### config.mk
export PLATFORM = sky130hd
export DESIGN_NAME = remote_drive_command_ramp
export DESIGN_NICKNAME = d
export VERILOG_FILES = /design/src/rtl/core/rdcr_pkg.sv /design/src/rtl/core/rdcr_csr.sv /design/src/rtl/core/rdcr_step.sv /design/src/rtl/core/remote_drive_command_ramp.sv
export SDC_FILE = /design/constraint.sdc
export NUM_CORES = 1
export LEC_CHECK = 0
export CORE_ASPECT_RATIO = 0.9
export CORE_MARGIN = 5
export CORE_UTILIZATION = 40
export DETAILED_ROUTE_END_ITERATION = 10
export DONT_BUFFER_PORTS = 1
export PLACE_DENSITY = 0.54
export SYNTH_ARGS = -nofsm -noshare
export SYNTH_HDL_FRONTEND = slang
export SYNTH_SLANG_ARGS = --single-unit
### constraint.sdc
create_clock -name clock -period 25.8 [get_ports clock]
set_clock_uncertainty 0.15 [all_clocks]
set_input_delay 5.16 -clock clock [delete_from_list [all_inputs] [get_ports clock]]
set_output_delay 5.16 -clock clock [all_outputs]
set_load 0.05 [all_outputs]
### src/rtl/core/rdcr_pkg.sv
// ----------------------------------------------------------------------------
// rdcr_pkg
// Shared types, command codes and helpers for the drive command ramp block.
// ----------------------------------------------------------------------------
package rdcr_pkg;

   localparam int SPEED_W   = 7;
   localparam int TIMEOUT_W = 32;
   localparam int CSR_IDX_W = 3;
   localparam int CSR_DAT_W = 32;

   // speed registers saturate here
   localparam logic [SPEED_W-1:0] SPEED_LIMIT = 7'd100;

   // truncating divide by 100 through a reciprocal
   localparam logic [12:0] DIV100_RECIP = 13'd5243;
   localparam int          DIV100_SHIFT = 19;

   // item modes
   localparam logic [1:0] MODE_CMD   = 2'd0;
   localparam logic [1:0] MODE_STICK = 2'd1;
   localparam logic [1:0] MODE_TICK  = 2'd2;

   // register indexes
   localparam logic [CSR_IDX_W-1:0] REG_BASE_SPEED = 3'd0;
   localparam logic [CSR_IDX_W-1:0] REG_MAX_SPEED  = 3'd1;
   localparam logic [CSR_IDX_W-1:0] REG_SPEED_STEP = 3'd2;
   localparam logic [CSR_IDX_W-1:0] REG_TURN_GAIN  = 3'd3;
   localparam logic [CSR_IDX_W-1:0] REG_IDLE_LIMIT = 3'd4;

   // register reset values
   localparam logic [SPEED_W-1:0]   RST_BASE_SPEED = 7'd30;
   localparam logic [SPEED_W-1:0]   RST_MAX_SPEED  = 7'd100;
   localparam logic [SPEED_W-1:0]   RST_SPEED_STEP = 7'd10;
   localparam logic [SPEED_W-1:0]   RST_TURN_GAIN  = 7'd50;
   localparam logic [TIMEOUT_W-1:0] RST_IDLE_LIMIT = 32'd800;

   // command characters
   localparam logic [7:0] CMD_F = 8'h46;
   localparam logic [7:0] CMD_B = 8'h42;
   localparam logic [7:0] CMD_L = 8'h4C;
   localparam logic [7:0] CMD_R = 8'h52;
   localparam logic [7:0] CMD_U = 8'h55;
   localparam logic [7:0] CMD_D = 8'h44;
   localparam logic [7:0] CMD_W = 8'h57;
   localparam logic [7:0] CMD_X = 8'h58;
   localparam logic [7:0] CMD_Y = 8'h59;
   localparam logic [7:0] CMD_Z = 8'h5A;

   // debug codes
   localparam logic [3:0] DBG_STOP = 4'd0;
   localparam logic [3:0] DBG_F    = 4'd1;
   localparam logic [3:0] DBG_B    = 4'd2;
   localparam logic [3:0] DBG_L    = 4'd3;
   localparam logic [3:0] DBG_R    = 4'd4;
   localparam logic [3:0] DBG_U    = 4'd5;
   localparam logic [3:0] DBG_D    = 4'd6;
   localparam logic [3:0] DBG_W    = 4'd7;
   localparam logic [3:0] DBG_X    = 4'd8;
   localparam logic [3:0] DBG_Y    = 4'd9;
   localparam logic [3:0] DBG_Z    = 4'd10;

   typedef struct packed {
      logic [1:0]        mode;
      logic [7:0]        command_byte;
      logic signed [7:0] stick_straight;
      logic signed [7:0] stick_turn;
   } req_type;

   typedef struct packed {
      logic              drive_update;
      logic signed [7:0] straight_target;
      logic signed [7:0] turn_target;
      logic [3:0]        debug_code;
      logic              moving_flag;
      logic [7:0]        last_byte;
   } rsp_type;

   typedef struct packed {
      logic [SPEED_W-1:0]   base_speed;
      logic [SPEED_W-1:0]   max_speed;
      logic [SPEED_W-1:0]   speed_step;
      logic [SPEED_W-1:0]   turn_gain;
      logic [TIMEOUT_W-1:0] idle_limit;
   } cfg_type;

   typedef struct packed {
      logic [7:0]           prev_command;
      logic [TIMEOUT_W-1:0] idle_elapsed;
      logic                 motion_active;
      logic signed [7:0]    straight_acc;
      logic signed [7:0]    turn_acc;
      logic [3:0]           led_value;
   } state_type;

   // keep the low 7 bits, then saturate at 100
   function automatic logic [SPEED_W-1:0] sat_speed(input logic [CSR_DAT_W-1:0] v);
      logic [SPEED_W-1:0] low;
      low = v[SPEED_W-1:0];
      return (low > SPEED_LIMIT) ? SPEED_LIMIT : low;
   endfunction

   // floor(m / 100), exact for m below 43690
   function automatic logic [7:0] div100(input logic [14:0] m);
      logic [27:0] prod;
      prod = 28'(m) * 28'(DIV100_RECIP);
      return prod[DIV100_SHIFT +: 8];
   endfunction

endpackage

### src/rtl/core/rdcr_csr.sv
// ----------------------------------------------------------------------------
// rdcr_csr
// Configuration registers with write-side saturation of the speed fields.
// ----------------------------------------------------------------------------
module rdcr_csr (
   input  logic                             clock,
   input  logic                             reset,
   input  logic                             csr_wen,
   input  logic [rdcr_pkg::CSR_IDX_W-1:0]   csr_index,
   input  logic [rdcr_pkg::CSR_DAT_W-1:0]   csr_wdata,
   output rdcr_pkg::cfg_type                cfg
);

   rdcr_pkg::cfg_type cfg_ff;
   rdcr_pkg::cfg_type cfg_in;

   always_comb begin
      cfg_in = cfg_ff;
      if (csr_wen) begin
         case (csr_index)
            rdcr_pkg::REG_BASE_SPEED: cfg_in.base_speed = rdcr_pkg::sat_speed(csr_wdata);
            rdcr_pkg::REG_MAX_SPEED:  cfg_in.max_speed  = rdcr_pkg::sat_speed(csr_wdata);
            rdcr_pkg::REG_SPEED_STEP: cfg_in.speed_step = rdcr_pkg::sat_speed(csr_wdata);
            rdcr_pkg::REG_TURN_GAIN:  cfg_in.turn_gain  = rdcr_pkg::sat_speed(csr_wdata);
            rdcr_pkg::REG_IDLE_LIMIT: cfg_in.idle_limit = csr_wdata;
            default: cfg_in = cfg_ff;
         endcase
      end
   end

   always_ff @(posedge clock) begin
      if (reset) begin
         cfg_ff.base_speed <= rdcr_pkg::RST_BASE_SPEED;
         cfg_ff.max_speed  <= rdcr_pkg::RST_MAX_SPEED;
         cfg_ff.speed_step <= rdcr_pkg::RST_SPEED_STEP;
         cfg_ff.turn_gain  <= rdcr_pkg::RST_TURN_GAIN;
         cfg_ff.idle_limit <= rdcr_pkg::RST_IDLE_LIMIT;
      end else begin
         cfg_ff <= cfg_in;
      end
   end

   assign cfg = cfg_ff;

endmodule

### src/rtl/core/rdcr_step.sv
// ----------------------------------------------------------------------------
// rdcr_step
// Next-state and result logic for one item: ramp, gain scaling and timeout.
// ----------------------------------------------------------------------------
module rdcr_step (
   input  rdcr_pkg::cfg_type   cfg,
   input  rdcr_pkg::state_type cur,
   input  rdcr_pkg::req_type   item,
   output rdcr_pkg::state_type nxt,
   output rdcr_pkg::rsp_type   rsp
);

   logic [7:0]                        cmd;
   logic                              changed;
   logic                              up_dir;
   logic                              turn_axis;
   logic signed [9:0]                 base_s;
   logic signed [9:0]                 max_s;
   logic signed [9:0]                 step_s;
   logic signed [7:0]                 ramp_acc;
   logic signed [9:0]                 acc_ext;
   logic signed [9:0]                 ramp_sum;
   logic signed [9:0]                 ramp_diff;
   logic signed [9:0]                 ramp_wide;
   logic signed [7:0]                 ramp_res;
   logic signed [7:0]                 scale_in;
   logic signed [15:0]                scale_prod;
   logic [14:0]                       scale_mag;
   logic [7:0]                        scale_quo;
   logic signed [8:0]                 scale_res;
   logic signed [8:0]                 scale_neg;
   logic [3:0]                        led_code;
   logic [rdcr_pkg::TIMEOUT_W-1:0]    idle_inc;
   logic signed [9:0]                 stick_s_ext;
   logic signed [9:0]                 stick_t_ext;

   function automatic logic signed [7:0] clamp_mag(input logic signed [9:0] v,
                                                   input logic signed [9:0] lim);
      logic signed [9:0] r;
      if (v > lim)       r = lim;
      else if (v < -lim) r = -lim;
      else               r = v;
      return r[7:0];
   endfunction

   assign cmd       = item.command_byte;
   assign changed   = (cur.prev_command != cmd);
   assign up_dir    = cmd inside {rdcr_pkg::CMD_F, rdcr_pkg::CMD_R,
                                  rdcr_pkg::CMD_W, rdcr_pkg::CMD_Y};
   assign turn_axis = cmd inside {rdcr_pkg::CMD_L, rdcr_pkg::CMD_R};

   assign base_s = $signed({3'b000, cfg.base_speed});
   assign max_s  = $signed({3'b000, cfg.max_speed});
   assign step_s = $signed({3'b000, cfg.speed_step});

   // one ramp unit, shared by the straight and turn axes
   assign ramp_acc  = turn_axis ? cur.turn_acc : cur.straight_acc;
   assign acc_ext   = 10'(ramp_acc);
   assign ramp_sum  = acc_ext + step_s;
   assign ramp_diff = acc_ext - step_s;

   always_comb begin
      if (up_dir) begin
         if (changed || acc_ext <= 10'sd0) ramp_wide = base_s;
         else if (ramp_sum > max_s)        ramp_wide = max_s;
         else                              ramp_wide = ramp_sum;
      end else begin
         if (changed || acc_ext >= 10'sd0) ramp_wide = -base_s;
         else if (ramp_diff < -max_s)      ramp_wide = -max_s;
         else                              ramp_wide = ramp_diff;
      end
   end

   assign ramp_res = ramp_wide[7:0];

   // v * gain / 100, truncated toward zero
   assign scale_in   = (item.mode == rdcr_pkg::MODE_STICK) ? item.stick_turn : ramp_res;
   assign scale_prod = 16'(scale_in) * $signed({9'b0, cfg.turn_gain});
   assign scale_mag  = scale_prod[15] ? 15'(-scale_prod) : scale_prod[14:0];
   assign scale_quo  = rdcr_pkg::div100(scale_mag);
   assign scale_res  = scale_prod[15] ? -$signed({1'b0, scale_quo})
                                      : $signed({1'b0, scale_quo});
   assign scale_neg  = -scale_res;

   always_comb begin
      case (cmd)
         rdcr_pkg::CMD_F: led_code = rdcr_pkg::DBG_F;
         rdcr_pkg::CMD_B: led_code = rdcr_pkg::DBG_B;
         rdcr_pkg::CMD_L: led_code = rdcr_pkg::DBG_L;
         rdcr_pkg::CMD_R: led_code = rdcr_pkg::DBG_R;
         rdcr_pkg::CMD_U: led_code = rdcr_pkg::DBG_U;
         rdcr_pkg::CMD_D: led_code = rdcr_pkg::DBG_D;
         rdcr_pkg::CMD_W: led_code = rdcr_pkg::DBG_W;
         rdcr_pkg::CMD_X: led_code = rdcr_pkg::DBG_X;
         rdcr_pkg::CMD_Y: led_code = rdcr_pkg::DBG_Y;
         rdcr_pkg::CMD_Z: led_code = rdcr_pkg::DBG_Z;
         default:         led_code = cmd[3:0];
      endcase
   end

   assign idle_inc    = (&cur.idle_elapsed) ? cur.idle_elapsed : cur.idle_elapsed + 1'b1;
   assign stick_s_ext = 10'(item.stick_straight);
   assign stick_t_ext = 10'(scale_res);

   always_comb begin
      nxt                 = cur;
      rsp.drive_update    = 1'b0;
      rsp.straight_target = 8'sd0;
      rsp.turn_target     = 8'sd0;
      case (item.mode)
         rdcr_pkg::MODE_CMD: begin
            nxt.idle_elapsed = '0;
            nxt.prev_command = cmd;
            nxt.led_value    = led_code;
            rsp.drive_update = 1'b1;
            case (cmd)
               rdcr_pkg::CMD_F, rdcr_pkg::CMD_B: begin
                  nxt.straight_acc = ramp_res;
                  nxt.turn_acc     = 8'sd0;
               end
               rdcr_pkg::CMD_L, rdcr_pkg::CMD_R: begin
                  nxt.turn_acc     = ramp_res;
                  nxt.straight_acc = 8'sd0;
               end
               rdcr_pkg::CMD_U: begin
                  nxt.straight_acc = $signed({1'b0, cfg.max_speed});
                  nxt.turn_acc     = 8'sd0;
               end
               rdcr_pkg::CMD_W, rdcr_pkg::CMD_Z: begin
                  nxt.straight_acc = ramp_res;
                  nxt.turn_acc     = scale_neg[7:0];
               end
               rdcr_pkg::CMD_X, rdcr_pkg::CMD_Y: begin
                  nxt.straight_acc = ramp_res;
                  nxt.turn_acc     = scale_res[7:0];
               end
               default: begin
                  // stop byte and unknown bytes only note the byte
                  rsp.drive_update = 1'b0;
               end
            endcase
            if (rsp.drive_update) begin
               nxt.motion_active   = 1'b1;
               rsp.straight_target = nxt.straight_acc;
               rsp.turn_target     = nxt.turn_acc;
            end
         end
         rdcr_pkg::MODE_STICK: begin
            nxt.idle_elapsed    = '0;
            nxt.motion_active   = (item.stick_straight != 8'sd0) ||
                                  (item.stick_turn != 8'sd0);
            rsp.drive_update    = 1'b1;
            rsp.straight_target = clamp_mag(stick_s_ext, max_s);
            rsp.turn_target     = clamp_mag(stick_t_ext, max_s);
         end
         rdcr_pkg::MODE_TICK: begin
            nxt.idle_elapsed = idle_inc;
            if (cur.motion_active && idle_inc >= cfg.idle_limit) begin
               nxt.straight_acc  = 8'sd0;
               nxt.turn_acc      = 8'sd0;
               nxt.motion_active = 1'b0;
               nxt.led_value     = rdcr_pkg::DBG_STOP;
               rsp.drive_update  = 1'b1;
            end
         end
         default: begin
            nxt = cur;
         end
      endcase
      rsp.debug_code  = nxt.led_value;
      rsp.moving_flag = nxt.motion_active;
      rsp.last_byte   = nxt.prev_command;
   end

endmodule

### src/rtl/core/remote_drive_command_ramp.sv
// ----------------------------------------------------------------------------
// remote_drive_command_ramp
// Drive command ramp: command bytes, joystick pairs and ticks to target speeds.
// ----------------------------------------------------------------------------
// Every transfer in gives exactly one transfer out, through the input register
// and then the result register. One item per cycle is sustained while the
// output is not stalled; the state loop (ramp, gain scale by a reciprocal
// divide by 100, idle counter) is combinational between the input register
// and the state registers. Configuration registers are written through the
// csr port; speed values keep their low 7 bits, then saturate at 100.
module remote_drive_command_ramp (
   input  logic                             clock,
   input  logic                             reset,
   input  logic                             req_valid,
   output logic                             req_stall,
   input  rdcr_pkg::req_type                req_data,
   output logic                             rsp_valid,
   input  logic                             rsp_stall,
   output rdcr_pkg::rsp_type                rsp_data,
   input  logic                             csr_wen,
   input  logic [rdcr_pkg::CSR_IDX_W-1:0]   csr_index,
   input  logic [rdcr_pkg::CSR_DAT_W-1:0]   csr_wdata
);

   rdcr_pkg::cfg_type   cfg;
   rdcr_pkg::state_type state_ff;
   rdcr_pkg::state_type state_in;
   rdcr_pkg::req_type   in_data_ff;
   rdcr_pkg::req_type   in_data_in;
   rdcr_pkg::rsp_type   rsp_data_ff;
   rdcr_pkg::rsp_type   rsp_data_in;
   rdcr_pkg::state_type step_state;
   rdcr_pkg::rsp_type   step_rsp;
   logic                in_valid_ff;
   logic                in_valid_in;
   logic                rsp_valid_ff;
   logic                rsp_valid_in;
   logic                out_free;
   logic                advance;

   rdcr_csr u_csr (
      .clock     (clock),
      .reset     (reset),
      .csr_wen   (csr_wen),
      .csr_index (csr_index),
      .csr_wdata (csr_wdata),
      .cfg       (cfg)
   );

   rdcr_step u_step (
      .cfg  (cfg),
      .cur  (state_ff),
      .item (in_data_ff),
      .nxt  (step_state),
      .rsp  (step_rsp)
   );

   // result register can take a new value when empty or being drained
   assign out_free  = !rsp_valid_ff || !rsp_stall;
   assign advance   = in_valid_ff && out_free;
   assign req_stall = in_valid_ff && !out_free;

   always_comb begin
      in_valid_in  = in_valid_ff;
      in_data_in   = in_data_ff;
      rsp_valid_in = rsp_valid_ff;
      rsp_data_in  = rsp_data_ff;
      state_in     = state_ff;
      if (!req_stall) begin
         in_valid_in = req_valid;
         if (req_valid) begin
            in_data_in = req_data;
         end
      end
      if (out_free) begin
         rsp_valid_in = in_valid_ff;
      end
      if (advance) begin
         rsp_data_in = step_rsp;
         state_in    = step_state;
      end
   end

   always_ff @(posedge clock) begin
      if (reset) begin
         in_valid_ff  <= 1'b0;
         rsp_valid_ff <= 1'b0;
         state_ff     <= '0;
      end else begin
         in_valid_ff  <= in_valid_in;
         rsp_valid_ff <= rsp_valid_in;
         state_ff     <= state_in;
      end
   end

   always_ff @(posedge clock) begin
      in_data_ff  <= in_data_in;
      rsp_data_ff <= rsp_data_in;
   end

   assign rsp_valid = rsp_valid_ff;
   assign rsp_data  = rsp_data_ff;

endmodule

Yosys cells after proc, flatten, opt, wreduce, memory -nomap -nowiden:

Cells that the tools add are included.

* add/subtract/negate cells: 8
* order comparisons: 10
* muxes and demuxes: 28
* multipliers: 2
* equal/unequal tests: 18
* bitwise gates (word level): 1
* reduce and logical (&&, ||, !) cells: 32

Operator list (count)
* 33-bit case mux with 3 select lines: 1
* 8-bit 2-to-1 mux: 12
* 8-bit by 7-bit equality test with 1-bit output, second input constant: 10
* 16-bit case mux with 5 select lines: 1
* 20-bit case mux with 2 select lines: 1
* 4-bit case mux with 10 select lines: 1
* 32-bit by 1-bit adder with 32-bit output, second input constant: 1
* 32-bit greater-or-equal comparator: 1
* 32-bit 2-to-1 mux: 1
* 16-bit case mux with 2 select lines: 1
* 32-bit AND reduction: 1
* 15-bit by 13-bit multiplier with 27-bit output, second input constant: 1
* 21-bit 2-to-1 mux: 1
* 9-bit by 10-bit < comparator with 1-bit output: 2
* 9-bit by 8-bit > comparator with 1-bit output: 2
* 8-bit by 8-bit multiplier with 16-bit output: 1
* 16-bit 2-to-1 mux: 1
* 8-bit nonzero test: 2
* 15-bit 2-to-1 mux: 1
* 15-bit negator: 1
* 2-bit AND reduction: 7
* 8-bit by 10-bit < comparator with 1-bit output: 1
* 7-bit negator with 10-bit output: 1
* 8-bit by 8-bit adder with 9-bit output: 1
* 31 further kinds: 46

* logic and storage cells: 122
* bits in registers: 179

Longest topological paths before layout:

Gate-level depths: netlist of the first run.

* depth in word-level cells: 19
* depth in mapped cells: 80

Cells and area by module:

Synthesis of the first run repeated with hierarchy kept, for this count alone.

* cell total of the unflattened synthesis: 2374
* area total of the unflattened synthesis: 20119.3 µm²

Modules (own cells, without submodules)
* rdcr_step: instances 1, seq. area each 0.0 µm², cells an instance 1772, area each 13329.0 µm²
* remote_drive_command_ramp: instances 1, seq. area each 2942.8 µm², cells an instance 330, area each 4545.6 µm²
* rdcr_csr: instances 1, seq. area each 1201.2 µm², cells an instance 272, area each 2244.7 µm²

Worst setup path before layout of the first run:

Ideal clock, no wire load.

* path kind: reg2reg
* from: register in_data_ff[17] (netlist bit)
* to: register rsp_data_ff, in the netlist rsp_data[17], data pin
* period minus slack after synthesis: 16.930 ns
* stages on the path, launching flop included: 75
* slack: 8.870 ns
* arrival time: 16.514 ns
* required time: 25.384 ns
* path through: edfxtp_1 > buf_2 > and4bb_2 > o21ai_2 > clkbuf_1 > nand2_1 > o21ai_0 > ha_1 > clkbuf_1 > a21o_1 > a221o_1 > a41o_1 > nor2_1 > xnor2_1 > ha_1 > o21ai_0 > a21oi_1 > o31a_1 > (+39 left out) > xor2_1 > ha_1 > nand2b_1 > mux2_2 > nor3b_1 > nor4_1 > or2_2 > ha_1 > o21a_1 > o21a_1 > o21a_1 > o21a_1 > o21ai_0 > a31oi_1 > clkbuf_1 > mux2_2 > a32oi_1 > o31ai_1

RTL lines
* from (decl): RTL line remote_drive_command_ramp.sv:28 `rdcr_pkg::req_type in_data_ff;`
* from (signal assigned): RTL line remote_drive_command_ramp.sv:97 `in_data_ff <= in_data_in;`
* to (signal assigned): RTL line remote_drive_command_ramp.sv:98 `rsp_data_ff <= rsp_data_in;`
* to (decl): RTL line remote_drive_command_ramp.sv:30 `rdcr_pkg::rsp_type rsp_data_ff;`

==> results of run 1 <==
## layout make-up
class                           instances  share of cell area, %
Multi-Input combinational cell       1615                   65.9
Antenna cell                            2                 0.0256
Sequential cell                       179                   21.2
Inverter                              277                   5.32
Clock inverter                         15                  0.903
Clock buffer                           17                   2.18
Timing Repair Buffer                   15                  0.576
Tap cell                              608                   3.89
## routing by layer
| layer | GRT usage [%] | up-vias |
|---|---|---|
| met5 | 0 | - |
| met4 | 3.80 | 6 |
| met3 | 4.22 | 60 |
| met2 | 31.8 | 430 |
| met1 | 30.3 | 7288 |
| li1 | - | 7317 |
## cells by family (layout without fill, tap and decap cells)
family / after synthesis / count (layout)
muxes: 46 / 46
xor gates and xnor gates: 107 / 107
adders and majority gates: 342 / 342
buffers and inverters: 354 / 324
DFF: 179 / 179
AOI/OAI and AO/OA: 467 / 467
and+or+nand+nor: 653 / 653
other: 0 / 2
## cell usage after synthesis (18+ instances only)
library cell	number
sky130_fd_sc_hd__a21oi_1	146
sky130_fd_sc_hd__o21ai_0	78
sky130_fd_sc_hd__and3_1	18
sky130_fd_sc_hd__nand3_1	37
sky130_fd_sc_hd__inv_1	276
sky130_fd_sc_hd__and2_1	33
sky130_fd_sc_hd__nor2_1	187
sky130_fd_sc_hd__a21o_1	29
sky130_fd_sc_hd__xor2_1	40
sky130_fd_sc_hd__nand4_1	19
sky130_fd_sc_hd__o21a_1	23
sky130_fd_sc_hd__fa_1	112
sky130_fd_sc_hd__ha_1	230
sky130_fd_sc_hd__xnor2_1	61
sky130_fd_sc_hd__clkbuf_1	70
sky130_fd_sc_hd__dfxtp_1	123
sky130_fd_sc_hd__mux2i_1	29
sky130_fd_sc_hd__nand2_1	198
sky130_fd_sc_hd__nor3_1	38
sky130_fd_sc_hd__edfxtp_1	56
sky130_fd_sc_hd__nor2b_1	38
sky130_fd_sc_hd__nand2b_1	24
sky130_fd_sc_hd__a22oi_1	38
## worst max-delay path by stage
| stage | to | slack [ns] | depth (start not counted) |
|---|---|---|---|
| 3_3_place_gp | rsp_data[19] | 6.60 | 66 |
| 3_5_place_dp | rsp_data[19] | 6.39 | 66 |
| 2_1_floorplan | rsp_data[17] | 8.87 | 74 |
| 4_1_cts | rsp_data[19] | 6.33 | 66 |
| 6_report | rsp_data[17] | 6.05 | 67 |
| 5_1_grt | rsp_data[19] | 4.71 | 66 |
## state kept, by name, summed over array words and instances (netlist names)
register and cells:
u_csr.cfg 60, rsp_data 30, rsp_valid 1, in_valid_ff 1
in_data_ff 26, state_ff 61
## stage by stage
step	hold WS (ns)	cells
2_1_floorplan	0.286	2148
3_3_place_gp	0.288	2694
3_5_place_dp	0.291	2694
4_1_cts	0.304	2726
5_1_grt	0.318	2726
6_report	0.302	2728
## critical path: cells and delay by family, from the launching register on
kind / cells / cell delay [ns]
compound gates: 23 / 6.36
fa+ha+maj: 15 / 6.23
buf+inv: 7 / 0.43
xor+xnor: 3 / 1.36
mux: 4 / 1.36
simple gates: 15 / 2.79
flops: 1 / 0.70
==> out/summary.txt, run 1 <==
LAYOUT
---------------------------------------------------------------------------------
Most common library cell in the layout ignoring fill and taps        sky130_fd_sc_hd__inv_1
Layout net count                                                             2513
Storage cell area                                                     0.00414 mm²
Filler instances                                                             4610
Multi-input combinational cell area                                    0.0129 mm²
Highest-count cells in the layout ignoring fill and taps             276 x sky130_fd_sc_hd__inv_1, 230 x sky130_fd_sc_hd__ha_1, 198 x sky130_fd_sc_hd__nand2_1
Layout overhead on the synthesized area                                     6.57%
Final Util                                                                  43.1%
Non-Filler Cell Area, Final                                            0.0195 mm²
Proportion of layout cells with a drive suffix above 1                      4.82%

TIMING
---------------------------------------------------------------------------------
Setup repair after global routing missed its margin                         false
Max-slew violation count                                                        0
Minimum clock period                                                     19.75 ns
Final count of hold timing violations                                           0
Setup Total Neg Slack                                                        0 ns
Highest clock frequency the design can meet                            0.0506 GHz
Worst-case headroom to the max-slew limit                                   20.5%
Min setup slack post-route                                                6.05 ns
Share of the cycle needed by the critical path after routing                76.5%
Least-Margin Pin Slew                                                     1.19 ns
Final setup violation count                                                     0

LOGIC SYNTHESIS
---------------------------------------------------------------------------------
XOR/XNOR Fraction of Synth Area                                             5.59%
Post-synthesis register bit count                                             179
Ranking of synthesized cells by area                                 sky130_fd_sc_hd__ha_1 16%, sky130_fd_sc_hd__dfxtp_1 13%, sky130_fd_sc_hd__fa_1 12%
Compound-gate portion of the synthesized area                               16.9%
Count of different cell masters after synthesis                                95
Syn Nets                                                                     2556
Post-Synth Adder-Cell Area                                                  27.9%
Main combinational cell family by area after synthesis                adder cells
Mux contribution to synthesized area                                        2.64%
Share of synthesized cell area in and, or, nand and nor gates               17.0%
Mapped cell area                                                       0.0183 mm²
Post-synthesis cell count                                                    2148
Fraction of registers with async set/reset                                     0%
Portion of the post-synthesis area used by sequential elements              22.6%
Top_reg_cell synth                                                   sky130_fd_sc_hd__dfxtp_1
Largest area contributor in the synthesized netlist                  sky130_fd_sc_hd__ha_1
Number of flops mapped to enable cells by yosys                                56
Share of the synthesized area in the top cell type                          15.7%
Post-Synthesis Mean Instance Area                                        8.54 µm²
Total number of yosys warnings                                                  0

ROUTE
---------------------------------------------------------------------------------
Detailed Route WL                                                        52100 µm
Violation count after the first detailed-route iteration                     1089
Top sig layer                                                                met5
Met3 routed wirelength                                                    3390 µm
Detailed-route DRC error count                                                  0
Via Count                                                                   15100
Routed length on met1                                                    25400 µm
Length of the first detailed-routing pass in iterations                         6
Amount of wire on met2 after detailed routing                            22500 µm
Routed wire length per instance                                           19.1 µm
Routed Antenna Nets                                                             0
Vias per Instance                                                            5.54

FLOORPLAN
---------------------------------------------------------------------------------
Count of standard-cell rows                                                    74
Width of the die                                                           236 µm
Effective utilization at floorplan                                          40.4%
Number of top-level pins                                                       98
Die Y                                                                      213 µm
Placeable core region                                                  0.0454 mm²
Area of the die                                                        0.0502 mm²

CLOCK NETWORK
---------------------------------------------------------------------------------
TritonCTS clock tree                                                          yes
TritonCTS Buffers                                                              17
Hold-fix buffers, CTS                                                           0
Root buffer cell                                                     sky130_fd_sc_hd__clkbuf_16
Clk pin slew, worst setup/hold paths                                      0.09 ns
Maximum buffer depth of the clock tree                                          2
Source-to-sink clock delay at the later pin of the worst-skew pair        0.46 ns
Number of H-tree levels                                                         4
Post-cts repair resize count                                                    0
Sink Count                                                                    179
Post CTS Setup Buffer Count                                                     0

GLOBAL ROUTING
---------------------------------------------------------------------------------
Pin count of the biggest net entering global routing                          125
Global route overflow                                                           0
Combined global-route utilization of all metal layers                       20.6%
Wire length of the first global-routing pass                             83100 µm
Number of global-route vias before repair                                   14900
Number of antenna violations at the first check in global routing               5

WORST HOLD PATH
---------------------------------------------------------------------------------
Hold worst-path end                                                  u_csr.cfg[2]
Kind of path behind the tightest hold check                          register to register
Depth of the worst hold-timing path                                             2
Worst hold start                                                     u_csr.cfg[2]

SETUP PATH
---------------------------------------------------------------------------------
Critical Path Max Stage Delay                                             0.93 ns
Worst Setup Start Kind                                                   register
Worst reg-to-reg setup slack                                              6.05 ns
Crit path top cell by count                                          sky130_fd_sc_hd__ha_1
Critical Path AT                                                         19.78 ns
Category of the most critical setup path                             register to register
Critical Path Slowest Stage Cell                                     sky130_fd_sc_hd__a31oi_1
Max FO, Critical Path                                                          18
Reg2reg end                                                          rsp_data[17]
Worst path required time                                                 25.83 ns
Worst reg2reg startpoint                                             in_data_ff[17]
Nature of the critical path endpoint                                     register
Startpoint of the most critical setup path                           in_data_ff[17]
Depth of the worst register-to-register path                                   67

PLACE
---------------------------------------------------------------------------------
Worst-case setup slack after placement                                    6.39 ns
Total of buffers placed on input and output ports                               0
Post-placement cell area                                               0.0189 mm²
Detail Placement HPWL                                                    41900 µm
Routability cong.                                                           0.997

OUTCOME
---------------------------------------------------------------------------------
Status                                                               finished, final reports clean

FLOW RUN
---------------------------------------------------------------------------------
Count of maximum capacitance violations                                         0

Power of run 1 is left out: the tool's default activity adds up to more than one toggle a clock period on the data nets, which glitch-free logic cannot reach.
==> run 2: changes to the inputs <==
ABC_AREA = 1   (was not set)
clock period = 19.9 ns   (was 25.8 ns; I/O delays follow)
==> run 2 against run 1 <==
  * Wire length increased by 7.9%
  * Largest cell class unchanged
  * Synthesized cell count increased by 24%
  * Critical endpoint unchanged
  * Maximum frequency increased by 10%
  * Worst hold slack improved by 0.0086 ns
  * Cell count increased by 20%
  * Synthesized area increased by 3.7%
==> out/summary.txt, run 2 <==
OUTCOME
---------------------------------------------------------------------------------
Status                                                               finished, final reports clean

LAYOUT
---------------------------------------------------------------------------------
Filler instances                                                             4779   +3.7%
Max FFs per register                                                           61   unchanged
Proportion of layout cells with a drive suffix above 1                      3.77%   -1.0 points
Register with the most flip-flops                                        state_ff
Layout overhead on the synthesized area                                     6.47%   about the same
Most common library cell in the layout ignoring fill and taps        sky130_fd_sc_hd__nand2_1
Layout net count                                                             3047   +21%
Highest-count cells in the layout ignoring fill and taps             596 x sky130_fd_sc_hd__nand2_1, 499 x sky130_fd_sc_hd__inv_1, 230 x sky130_fd_sc_hd__ha_1

FLOORPLAN
---------------------------------------------------------------------------------
Number of top-level pins                                                       98   unchanged
Die Y                                                                      217 µm   +1.8%
Width of the die                                                           240 µm   +1.8%
Effective utilization at floorplan                                          40.6%   +0.20 points
Area of the die                                                        0.0520 mm²   +3.6%
Placeable core region                                                  0.0468 mm²   +3.2%
Count of standard-cell rows                                                    75   +1.4%

GLOBAL ROUTING
---------------------------------------------------------------------------------
Combined global-route utilization of all metal layers                       21.4%   +0.84 points
Global route overflow                                                           0   unchanged
Pin count of the biggest net entering global routing                           66   -47%
Number of antenna violations at the first check in global routing               4   -1
Number of global-route vias before repair                                   16500   +10%
Wire length of the first global-routing pass                             89200 µm   +7.3%

SETUP PATH
---------------------------------------------------------------------------------
Nature of the critical path endpoint                                     register
Worst Setup Start Kind                                                   register
Top delay family on crit path                                         adder cells
Worst path required time                                                 19.95 ns   -5.88 ns
Critical Path Max Stage Delay                                             0.66 ns   -0.27 ns
Max FO, Critical Path                                                          23   +5
Critical Path Slowest Stage Cell                                     sky130_fd_sc_hd__inv_1
Category of the most critical setup path                             register to register
Crit path top cell by count                                          sky130_fd_sc_hd__nand2_1
Critical Path AT                                                         18.01 ns   -1.77 ns
Buf/Inv on CP                                                                  15   +8

LOGIC SYNTHESIS
---------------------------------------------------------------------------------
Ranking of synthesized cells by area                                 sky130_fd_sc_hd__ha_1 15%, sky130_fd_sc_hd__dfxtp_1 13%, sky130_fd_sc_hd__fa_1 12%
Top_reg_cell synth                                                   sky130_fd_sc_hd__dfxtp_1
Post-synthesis cell count                                                    2659   +24%
Fraction of registers with async set/reset                                     0%   unchanged
Top cells by count, synth                                            596 x sky130_fd_sc_hd__nand2_1, 499 x sky130_fd_sc_hd__inv_1, 230 x sky130_fd_sc_hd__ha_1
Syn Nets                                                                     3067   +20%
Mapped cell area                                                       0.0190 mm²   +3.7%
Largest area contributor in the synthesized netlist                  sky130_fd_sc_hd__ha_1
Portion of the post-synthesis area used by sequential elements              21.8%   -0.81 points
Post-Synthesis Mean Instance Area                                        7.15 µm²   -16%
Post-synthesis register bit count                                             179   unchanged
Total number of yosys warnings                                                  0   unchanged
Number of flops mapped to enable cells by yosys                                56   unchanged
Share of the synthesized area in the top cell type                          15.1%   -0.56 points
Count of different cell masters after synthesis                                58   -39%
Most repeated cell in the gate-level netlist after synthesis         sky130_fd_sc_hd__nand2_1

CLOCK NETWORK
---------------------------------------------------------------------------------
TritonCTS Buffers                                                              17   unchanged
Root buffer cell                                                     sky130_fd_sc_hd__clkbuf_16
Maximum buffer depth of the clock tree                                          2   unchanged
Post CTS Setup Buffer Count                                                     0   unchanged
Source-to-sink clock delay at the later pin of the worst-skew pair        0.46 ns   about the same
Post-cts repair resize count                                                    0   unchanged
TritonCTS clock tree                                                          yes
Clk pin slew, worst setup/hold paths                                      0.08 ns   about the same
Number of H-tree levels                                                         4   unchanged
Hold-fix buffers, CTS                                                           0   unchanged
Sink Count                                                                    179   unchanged

WORST HOLD PATH
---------------------------------------------------------------------------------
Kind of path behind the tightest hold check                          register to register

TIMING
---------------------------------------------------------------------------------
Final count of hold timing violations                                           0   unchanged
Setup Total Neg Slack                                                        0 ns   unchanged
Share of the cycle needed by the critical path after routing                90.2%   +14 points
Final-layout worst hold slack                                            0.311 ns   +0.00865 ns
Least-Margin Pin Slew                                                     1.21 ns   +0.0188 ns
Max-slew violation count                                                        0   unchanged
Setup repair after global routing missed its margin                         false
Worst-case headroom to the max-slew limit                                   19.2%   -1.3 points
Highest clock frequency the design can meet                            0.0557 GHz   +10%
Final setup violation count                                                     0   unchanged
Minimum clock period                                                     17.96 ns   -1.79 ns

PLACE
---------------------------------------------------------------------------------
Total of buffers placed on input and output ports                               0   unchanged
Routability cong.                                                           0.954   -4.3%
Detail Placement HPWL                                                    46200 µm   +10%

ROUTE
---------------------------------------------------------------------------------
Via Count                                                                   17100   +13%
Vias per Instance                                                            5.23   -5.5%
Length of the first detailed-routing pass in iterations                         5   -1
Violation count after the first detailed-route iteration                     1218   +12%
Routed wire length per instance                                           17.2 µm   -10%
Routed Antenna Nets                                                             0   unchanged
Detailed Route WL                                                        56300 µm   +7.9%
Detailed-route DRC error count                                                  0   unchanged

FLOW RUN
---------------------------------------------------------------------------------
Count of maximum capacitance violations                                         0   unchanged

[run 2: cell count changes in the layout (fill, tap and decap cells not counted), moves of 33 or more]
cell | previous run | this run
sky130_fd_sc_hd__a22oi_1 | 38 | 0
sky130_fd_sc_hd__nor2b_1 | 37 | 0
sky130_fd_sc_hd__and2_1 | 33 | 0
sky130_fd_sc_hd__nand2_1 | 198 | 596
sky130_fd_sc_hd__o21ai_0 | 78 | 149
sky130_fd_sc_hd__a21oi_1 | 146 | 214
sky130_fd_sc_hd__nand3_1 | 37 | 120
sky130_fd_sc_hd__inv_1 | 276 | 499
sky130_fd_sc_hd__xnor2_1 | 61 | 15
[run 2: final timing paths]
check	depth (start not counted)	end	slack, ns	startpoint
worst max register to register	82	rsp_data[17]	1.94	in_data_ff[16]
worst min-delay path	2	u_csr.cfg[31]	0.31	u_csr.cfg[31]
worst max-delay path	82	rsp_data[17]	1.94	in_data_ff[16]
worst min register to register	2	u_csr.cfg[31]	0.31	u_csr.cfg[31]
[run 2: logic make-up (layout without fill, tap and decap cells)]
logic type / Yosys count / in the layout / synth area share, %
and+or+nand+nor: 1060 / 1060 / 24.0
buffers and inverters: 563 / 556 / 11.3
DFF: 179 / 179 / 21.8
other: 0 / 5 / 0
AOI/OAI and AO/OA: 452 / 452 / 13.0
xor gates and xnor gates: 61 / 61 / 2.85
muxes: 2 / 2 / 0.125
adders and majority gates: 342 / 342 / 26.9
[run 2: layout make-up]
| class | instances | area, µm² | area share [%] |
|---|---|---|---|
| clock buffer | 23 | 499 | 2.47 |
| multi-input combinational | 1917 | 12700 | 62.9 |
| clock inverter | 9 | 68.8 | 0.340 |
| sequential | 179 | 4140 | 20.5 |
| tap | 616 | 771 | 3.81 |
| antenna | 5 | 12.5 | 0.0618 |
| inverter | 511 | 1920 | 9.48 |
| timing repair buffer | 13 | 97.6 | 0.482 |
[run 2: worst min-delay path, delay by kind of cell, from the launching register on]
kind	cells	cell delay, ns
DFF	1	0.30
buffers and inverters	1	0.06
AOI/OAI and AO/OA	1	0.06
[run 2: per-stage QoR]
| stage | cells | area, µm² | utilization [%] | worst slack [ns] |
|---|---|---|---|---|
| 2_1_floorplan | 2659 | 19000 | - | 5.26 |
| 3_3_place_gp | 3236 | 19700 | 42.0 | 2.67 |
| 3_5_place_dp | 3236 | 19700 | 42.0 | 2.22 |
| 4_1_cts | 3268 | 20200 | 43.2 | 2.16 |
| 5_1_grt | 3270 | 20200 | 43.2 | 0.289 |
| 6_report | 3273 | 20200 | 43.2 | 1.94 |
[run 2: metal layers]
| layer | global-route usage, % | wire (µm) | share of wire, % | vias up |
|---|---|---|---|---|
| li1 | - | - | - | 8550 |
| met1 | 33.1 | 28300 | 50 | 8055 |
| met2 | 31.3 | 23600 | 42 | 454 |
| met3 | 3.61 | 3410 | 6.1 | 58 |
| met4 | 4.78 | 910 | 1.6 | 0 |
| met5 | 0 | 0 | 0 | - |
Power of run 2 is left out for the same reason.
==> run 3: changes to the inputs <==
PLACE_DENSITY = 0.52   (was 0.54)
==> run 3 against run 2 <==
  * Register-to-register slack got worse by 0.03 ns
  * Sequential share of layout area about the same
  * First-iteration DRC count increased by 13%
  * Flip-flop and latch count unchanged
  * Worst hold slack about the same
  * Non-clock buffer count increased by 2
  * Highest routed layer unchanged
==> out/summary.txt, run 3 (same netlist as run 2, synthesis figures left out) <==
SETUP PATH
---------------------------------------------------------------------------------
Reg2reg end                                                          rsp_data[13]
Critical Path Slowest Stage Cell                                     sky130_fd_sc_hd__inv_1
Depth of the worst register-to-register path                                   79   -3.7%
Buf/Inv on CP                                                                  14   -1
Critical Path Max Stage Delay                                             0.67 ns   about the same
Startpoint of the most critical setup path                           in_data_ff[16]
Crit path top cell by count                                          sky130_fd_sc_hd__nand2_1
Category of the most critical setup path                             register to register
Nature of the critical path endpoint                                     register
Worst reg-to-reg setup slack                                              1.91 ns   -0.03 ns
Worst Setup Start Kind                                                   register
Max FO, Critical Path                                                          23   unchanged
Worst reg2reg startpoint                                             in_data_ff[16]
Critical Path Stages                                                           79   -3.7%
Worst path required time                                                 20.00 ns   +0.05 ns
Critical Path AT                                                         18.09 ns   +0.08 ns
Top delay family on crit path                                         adder cells

LAYOUT
---------------------------------------------------------------------------------
Final Util                                                                  43.3%   +0.070 points
Register with the most flip-flops                                        state_ff
Filler instances                                                             4794   +0.31%
Highest-count cells in the layout ignoring fill and taps             596 x sky130_fd_sc_hd__nand2_1, 499 x sky130_fd_sc_hd__inv_1, 230 x sky130_fd_sc_hd__ha_1
Max FFs per register                                                           61   unchanged
Layout overhead on the synthesized area                                     6.64%
Proportion of layout cells with a drive suffix above 1                      3.92%   +0.15 points
Most common library cell in the layout ignoring fill and taps        sky130_fd_sc_hd__nand2_1
Layout net count                                                             3049   +0.066%

TIMING
---------------------------------------------------------------------------------
Max-slew violation count                                                        0   unchanged
Highest clock frequency the design can meet                            0.0556 GHz   -0.17%
Minimum clock period                                                     17.99 ns   +0.0299 ns
Final count of hold timing violations                                           0   unchanged
Final setup violation count                                                     0   unchanged
Setup repair after global routing missed its margin                         false
Least-Margin Pin Slew                                                     1.14 ns   -0.0659 ns
Worst-case headroom to the max-slew limit                                   23.7%   +4.5 points
Final-layout worst hold slack                                            0.311 ns   -0.000481 ns
Share of the cycle needed by the critical path after routing                90.4%   +0.15 points
Setup Total Neg Slack                                                        0 ns   unchanged

FLOORPLAN
---------------------------------------------------------------------------------
Placeable core region                                                  0.0468 mm²   unchanged
Area of the die                                                        0.0520 mm²   unchanged
Die Y                                                                      217 µm   unchanged
Width of the die                                                           240 µm   unchanged
Effective utilization at floorplan                                          40.6%   unchanged
Number of top-level pins                                                       98   unchanged
Count of standard-cell rows                                                    75   unchanged

GLOBAL ROUTING
---------------------------------------------------------------------------------
Combined global-route utilization of all metal layers                       21.6%   +0.19 points
Wire length of the first global-routing pass                             89400 µm   +0.33%
Pin count of the biggest net entering global routing                           66   unchanged
Number of antenna violations at the first check in global routing               2   -2
Global route overflow                                                           0   unchanged
Number of global-route vias before repair                                   16400   -0.49%

CLOCK NETWORK
---------------------------------------------------------------------------------
Clk pin slew, worst setup/hold paths                                      0.07 ns   about the same
TritonCTS Buffers                                                              17   unchanged
Root buffer cell                                                     sky130_fd_sc_hd__clkbuf_16
TritonCTS clock tree                                                          yes
Hold-fix buffers, CTS                                                           0   unchanged
Maximum buffer depth of the clock tree                                          2   unchanged
Source-to-sink clock delay at the later pin of the worst-skew pair        0.47 ns   about the same
Post CTS Setup Buffer Count                                                     0   unchanged
Sink Count                                                                    179   unchanged
Post-cts repair resize count                                                    0   unchanged
Number of H-tree levels                                                         4   unchanged

ROUTE
---------------------------------------------------------------------------------
Routed Antenna Nets                                                             0   unchanged
Routed wire length per instance                                           17.3 µm   +0.51%
Vias per Instance                                                            5.20   -0.50%
Violation count after the first detailed-route iteration                     1371   +13%
Detailed Route WL                                                        56500 µm   +0.48%
Length of the first detailed-routing pass in iterations                         6   +1
Via Count                                                                   17000   -0.53%
Detailed-route DRC error count                                                  0   unchanged

WORST HOLD PATH
---------------------------------------------------------------------------------
Worst hold start                                                     state_ff[52]
Hold worst-path end                                                  state_ff[52]
Depth of the worst hold-timing path                                             2   unchanged
Kind of path behind the tightest hold check                          register to register

PLACE
---------------------------------------------------------------------------------
Total of buffers placed on input and output ports                               0   unchanged
Detail Placement HPWL                                                    46500 µm   +0.59%
Routability cong.                                                           0.943   -1.2%

OUTCOME
---------------------------------------------------------------------------------
Status                                                               finished, final reports clean

FLOW RUN
---------------------------------------------------------------------------------
Count of maximum capacitance violations                                         0   unchanged

[run 3: cell types whose count changed in the layout (fill, tap and decap cells not counted), sizes merged]
cell,change
clkbuf,-2
diode,-3
buf,+2
clkinv,+2
[run 3: how the worst max path moves through the flow]
stage	endpoint	slack, ns
2_1_floorplan	rsp_data[17]	5.26
3_3_place_gp	rsp_data[17]	2.60
3_5_place_dp	rsp_data[13]	2.27
4_1_cts	rsp_data[17]	2.19
5_1_grt	rsp_data[17]	0.34
6_report	rsp_data[13]	1.91
[run 3: cell type report]
class	instances	area, µm²	area share (%)
well taps	616	771	3.80
clock inverters	11	90.1	0.444
clock buffers	21	503	2.48
repair buffers	15	113	0.555
diodes	2	5.00	0.0247
flip-flops and latches	179	4140	20.4
inverters	511	1920	9.46
multi-input cells	1917	12700	62.8
[run 3: layer usage]
metal	track usage (%)	wire, µm	up-vias
li1	-	-	8546
met4	4.82	1080	0
met3	4.99	4080	72
met2	31.1	23100	504
met5	0	0	-
met1	33.0	28300	7905
[run 3: through the flow]
step,instance area [µm²],worst slack (ns),instances
after floorplan,19000,5.26,2659
after global placement,19700,2.60,3238
after detailed placement,19700,2.27,3238
after CTS,20300,2.19,3270
after global routing,20300,0.335,3272
final,20300,1.91,3272
[run 3: worst register-to-register path: cells and delay by family, from the launching register on]
kind / cells / cell delay (ns)
buffers and inverters: 14 / 2.17
xor gates and xnor gates: 1 / 0.65
DFF: 1 / 0.52
adders and majority gates: 14 / 6.31
AOI/OAI and AO/OA: 14 / 2.76
and+or+nand+nor: 36 / 5.21
Power of run 3 is left out for the same reason.
